===== config.mk =====
export PLATFORM = sky130hd
export DESIGN_NAME = ifmt_ctrl
export DESIGN_NICKNAME = d
export VERILOG_FILES = /design/src/rtl/core/ifmt_pkg.sv /design/src/rtl/core/ifmt_ctrl.sv
export SDC_FILE = /design/constraint.sdc
export NUM_CORES = 1
export LEC_CHECK = 0
export ABC_AREA = 1
export BUFFER_PORTS_ARGS = -buffer_cell sky130_fd_sc_hd__buf_2
export CAP_MARGIN = 0
export CORE_AREA = 2 2 39 41
export DETAILED_ROUTE_END_ITERATION = 10
export DIE_AREA = 0 0 41 43
export PLACE_DENSITY = 0.58
export SETUP_SLACK_MARGIN = 0.15
export SKIP_CTS_REPAIR_TIMING = 1
export SLEW_MARGIN = 20
export SYNTH_ARGS = -nofsm -noshare
export SYNTH_HDL_FRONTEND = slang
export SYNTH_SLANG_ARGS = --single-unit

===== constraint.sdc =====
create_clock -name clk -period 1.4 [get_ports clk]
set_input_delay 0.28 -clock clk [delete_from_list [all_inputs] [get_ports clk]]
set_output_delay 0.28 -clock clk [all_outputs]
set_load 0.02 [all_outputs]

===== src/rtl/core/ifmt_pkg.sv =====
// Shared types, codes and constants for the integer to ASCII formatter.
// Used by ifmt_ctrl, ifmt_dp and integer_to_ascii_formatter_unit; no dependencies.
package ifmt_pkg;

  localparam int DIGIT_DEPTH = 20;
  localparam int IDX_W       = $clog2(DIGIT_DEPTH);
  localparam int CNT_W       = $clog2(DIGIT_DEPTH + 1);

  localparam logic [31:0] RECIP10   = 32'hCCCC_CCCD;
  localparam int          RECIP_SHR = 35;

  localparam logic [2:0] MODE_SDEC = 3'd0;
  localparam logic [2:0] MODE_UDEC = 3'd1;
  localparam logic [2:0] MODE_LHEX = 3'd2;
  localparam logic [2:0] MODE_UHEX = 3'd3;
  localparam logic [2:0] MODE_PTR  = 3'd4;
  localparam logic [2:0] MODE_CHAR = 3'd5;

  localparam logic [7:0] CHAR_MINUS = 8'h2D;
  localparam logic [7:0] CHAR_ZERO  = 8'h30;
  localparam logic [7:0] CHAR_X     = 8'h78;
  localparam logic [7:0] CHAR_LA    = 8'h61;
  localparam logic [7:0] CHAR_UA    = 8'h41;

  typedef enum logic [2:0] {
    ST_IDLE,
    ST_CHAR,
    ST_SPLIT,
    ST_PRE0,
    ST_PRE1,
    ST_EMIT
  } state_t;

  typedef enum logic [2:0] {
    EMIT_NONE,
    EMIT_MINUS,
    EMIT_ZERO,
    EMIT_X,
    EMIT_DIGIT,
    EMIT_CHAR
  } emit_sel_t;

  typedef struct packed {
    logic      load;
    logic      split;
    emit_sel_t emit;
  } cmd_t;

  typedef struct packed {
    logic mode_ok;
    logic mode_char;
    logic split_last;
    logic neg;
    logic ptr;
    logic cnt_one;
    logic out_ready;
  } sts_t;

  function automatic logic [7:0] digit_char(input logic [3:0] d, input logic upper);
    logic [7:0] c;
    if (d < 4'd10) begin
      c = CHAR_ZERO + {4'b0000, d};
    end else if (upper) begin
      c = CHAR_UA + {4'b0000, d} - 8'd10;
    end else begin
      c = CHAR_LA + {4'b0000, d} - 8'd10;
    end
    return c;
  endfunction

endpackage


===== src/rtl/core/ifmt_ctrl.sv =====
// Sequencing state machine of the integer to ASCII formatter.
// Depends on ifmt_pkg; drives commands to ifmt_dp and reads its status.
module ifmt_ctrl (
  input  logic           clk,
  input  logic           rst_n,
  input  logic           in_valid,
  output logic           in_stall,
  input  ifmt_pkg::sts_t sts,
  output ifmt_pkg::cmd_t cmd
);

  ifmt_pkg::state_t state_r;
  ifmt_pkg::state_t state_nxt;

  always_ff @(posedge clk) begin
    if (!rst_n) begin
      state_r <= ifmt_pkg::ST_IDLE;
    end else begin
      state_r <= state_nxt;
    end
  end

  always_comb begin
    state_nxt = state_r;
    cmd.load  = 1'b0;
    cmd.split = 1'b0;
    cmd.emit  = ifmt_pkg::EMIT_NONE;
    in_stall  = 1'b1;
    unique case (state_r)
      ifmt_pkg::ST_IDLE: begin
        in_stall = 1'b0;
        if (in_valid) begin
          cmd.load = 1'b1;
          if (sts.mode_char) begin
            state_nxt = ifmt_pkg::ST_CHAR;
          end else if (sts.mode_ok) begin
            state_nxt = ifmt_pkg::ST_SPLIT;
          end
        end
      end
      ifmt_pkg::ST_CHAR: begin
        if (sts.out_ready) begin
          cmd.emit  = ifmt_pkg::EMIT_CHAR;
          state_nxt = ifmt_pkg::ST_IDLE;
        end
      end
      ifmt_pkg::ST_SPLIT: begin
        cmd.split = 1'b1;
        if (sts.split_last) begin
          state_nxt = (sts.neg || sts.ptr) ? ifmt_pkg::ST_PRE0 : ifmt_pkg::ST_EMIT;
        end
      end
      ifmt_pkg::ST_PRE0: begin
        if (sts.out_ready) begin
          cmd.emit  = sts.neg ? ifmt_pkg::EMIT_MINUS : ifmt_pkg::EMIT_ZERO;
          state_nxt = sts.ptr ? ifmt_pkg::ST_PRE1 : ifmt_pkg::ST_EMIT;
        end
      end
      ifmt_pkg::ST_PRE1: begin
        if (sts.out_ready) begin
          cmd.emit  = ifmt_pkg::EMIT_X;
          state_nxt = ifmt_pkg::ST_EMIT;
        end
      end
      ifmt_pkg::ST_EMIT: begin
        if (sts.out_ready) begin
          cmd.emit = ifmt_pkg::EMIT_DIGIT;
          if (sts.cnt_one) begin
            state_nxt = ifmt_pkg::ST_IDLE;
          end
        end
      end
      default: begin
        state_nxt = ifmt_pkg::ST_IDLE;
      end
    endcase
  end

endmodule


==> metrics.txt <==
run status complete, but fails checks; fin crit period 1.45 ns; buffer depth of the longest clock path 2; post-route ant nets 0; site row count 14; number of port buffers 15; worst-path fanout max 4; clock sinks 3; Power per Cell Area 1980 nW/um^2; Core ar. 1380 um^2; Skew-Pair Late Insertion Delay 0.23 ns; non-filler instance count after layout 107; fin crit share 1.04; die width 41 um; Hold WC Path Type in -> reg; worst setup path category reg -> out; CTS tree done; Avg WL per Cell 10.4 um; Inserted Clock Buffers 3; VDD IR max 0.831 mV; Detailed Place HPWL 763 um; syn nets 74; Syn Inst Count 64; Post-Synth Adder-Cell Area 0; Pre-Repair DR Iteration Count 4; critical path's largest stage delay 0.38 ns; RSZ-0062 raised after global routing true; M2 GR Usage 0.191; Leak Pwr 0.000324 uW; largest net degree at the start of global routing 7; n_diodes 0; via count 508; H-tree Lvls 1; Synth Area in Simple Gates 0.600; Least-Margin Pin Slew 0.263 ns; Layout area overhead 79.3%; #FFs+latches synth 3; fill cell count 130; largest family of logic cells by synthesized area simple AND/OR/NAND/NOR gates; vias in the first global route 399; startpoint types flip-flop; Die Y 43 um; layout cells sized above 1 0.571; dpl cells 96; initial antenna violation count 0; GRT overflow 0; endpoints failing setup 2; Max Slew Vio Count 0; synth unique cells 20; Cell Area, Synth 363 um^2; global-route wire length before repair 1610 um; crit end category output port; Final Core Density 0.470; die area 1760 um^2; synthesis warning total 0; Final Hold Vio Count 0; Total Routed Length 1120 um; initial cell density of the core 0.262; max reg flops 3; Via density 4.75; Post-Syn Area per Cell 5.67 um^2; io pins 16; CP max stage cell dfxtp_4; Max Freq 0.688 GHz; biggest regs state_r x3; multi-input combinational cell area 322 um^2; Post-layout nets 102; worst-case clock skew 0.0000590 ns; root buf cell clkbuf_4; Synth Area in XOR/XNOR 0; WP data arrival 1.17 ns; gpl congestion 0.787; Reg area 71.3 um^2; Req. time, crit path 1.12 ns; slew margin rel. 0.823; Tot GR Track Use 0.137; failing checks negative setup slack; drt drc 0; max-cap viol count 0; mux share of post-synthesis cell area 0; crit-path cells inv_6 > nor2_4 > nand2_2 > o32ai_2 > buf_4; met3 GRT Util 0.0471; met1 usage in global routing 0.176; Reg with most FFs state_r; initial DRC count 15; Synth Area in Compound Gates 0.131; register area share after synthesis 0.166; Worst-path clk slew 0.03 ns; Setup WS post-layout -0.0531 ns; busiest layer in global routing met2
layer usage:
| metal | up-vias | wire, um | share of wire |
|---|---|---|---|
| met5 | - | 0 | 0 |
| met4 | 0 | 19 | 0.017 |
| met3 | 2 | 65 | 0.058 |
| met2 | 20 | 570 | 0.51 |
| met1 | 225 | 464 | 0.42 |
| li1 | 261 | - | - |
area by class of cell:
cell class	instances	area share
sequential	3	0.110
tap	16	0.0308
multi-input combinational	52	0.494
inverter	8	0.0538
timing repair buffer	24	0.271
clock buffer	4	0.0404
stage by stage:
stage	area [um^2]	hold WS (ns)	setup slack [ns]	power (uW)	setup TNS, ns
4_1_cts	508	0.290	-0.195	982	-0.498
3_3_place_gp	482	0.535	0.0892	828	0
2_1_floorplan	379	0.401	0.0681	664	0
6_report	651	0.290	-0.0531	1290	-0.102
5_1_grt	651	0.303	-0.146	1410	-0.392
3_5_place_dp	482	0.535	0.0562	826	0
power by group:
group / total [uW] / internal, uW / leakage [uW] / switching, uW
Combinational: 943 / 432 / 0.000283 / 511
Clock: 149 / 107 / 0.0000150 / 42.4
Sequential: 198 / 135 / 0.0000268 / 63.5
critical path, delay by kind of cell (launching register included):
family	cells	cell delay (ns)
flops	1	0.38
buf+inv	2	0.22
compound gates	1	0.19
simple gates	2	0.14
Yosys cell counts (all sizes together):
cell type | n | area (um^2)
nand3 | 6 | 30.0
inv | 7 | 26.3
buf | 1 | 7.51
dfxtp | 3 | 60.1
o22ai | 1 | 6.26
o32ai | 1 | 8.76
nand3b | 1 | 7.51
nand2 | 17 | 71.3
o21ai | 2 | 10.0
nor3 | 1 | 5.00
nand4 | 2 | 12.5
clkinv | 1 | 3.75
nor2 | 17 | 91.3
a21boi | 1 | 7.51
a21oi | 3 | 15.0
cells by family after synthesis:
logic type / after synthesis
AOI/OAI and AO/OA: 8
DFF: 3
buffers and inverters: 9
and+or+nand+nor: 44
worst paths after layout:
| kind | from | to | slack [ns] | cells past startpoint |
|---|---|---|---|---|
| worst min-delay path | rst_n | state_r[1] | 0.29 | 3 |
| worst max register to register | state_r[2] | state_r[1] | 0.06 | 9 |
| worst max-delay path | state_r[0] | cmd[1] | -0.05 | 5 |
| worst min register to register | state_r[1] | state_r[1] | 0.53 | 2 |
placed cells by master (no fill, tap or decap), types with 2 or more instances in the layout:
cell / n
a21oi_1: 3
buf_2: 9
buf_4: 10
buf_6: 5
clkbuf_4: 3
dfxtp_4: 3
inv_1: 4
inv_2: 2
nand2_1: 10
nand2_2: 7
nand3_1: 3
nand3_2: 3
nand4_1: 2
nor2_1: 11
nor2_4: 5
Note: power is estimated with default switching activity, not from simulation.
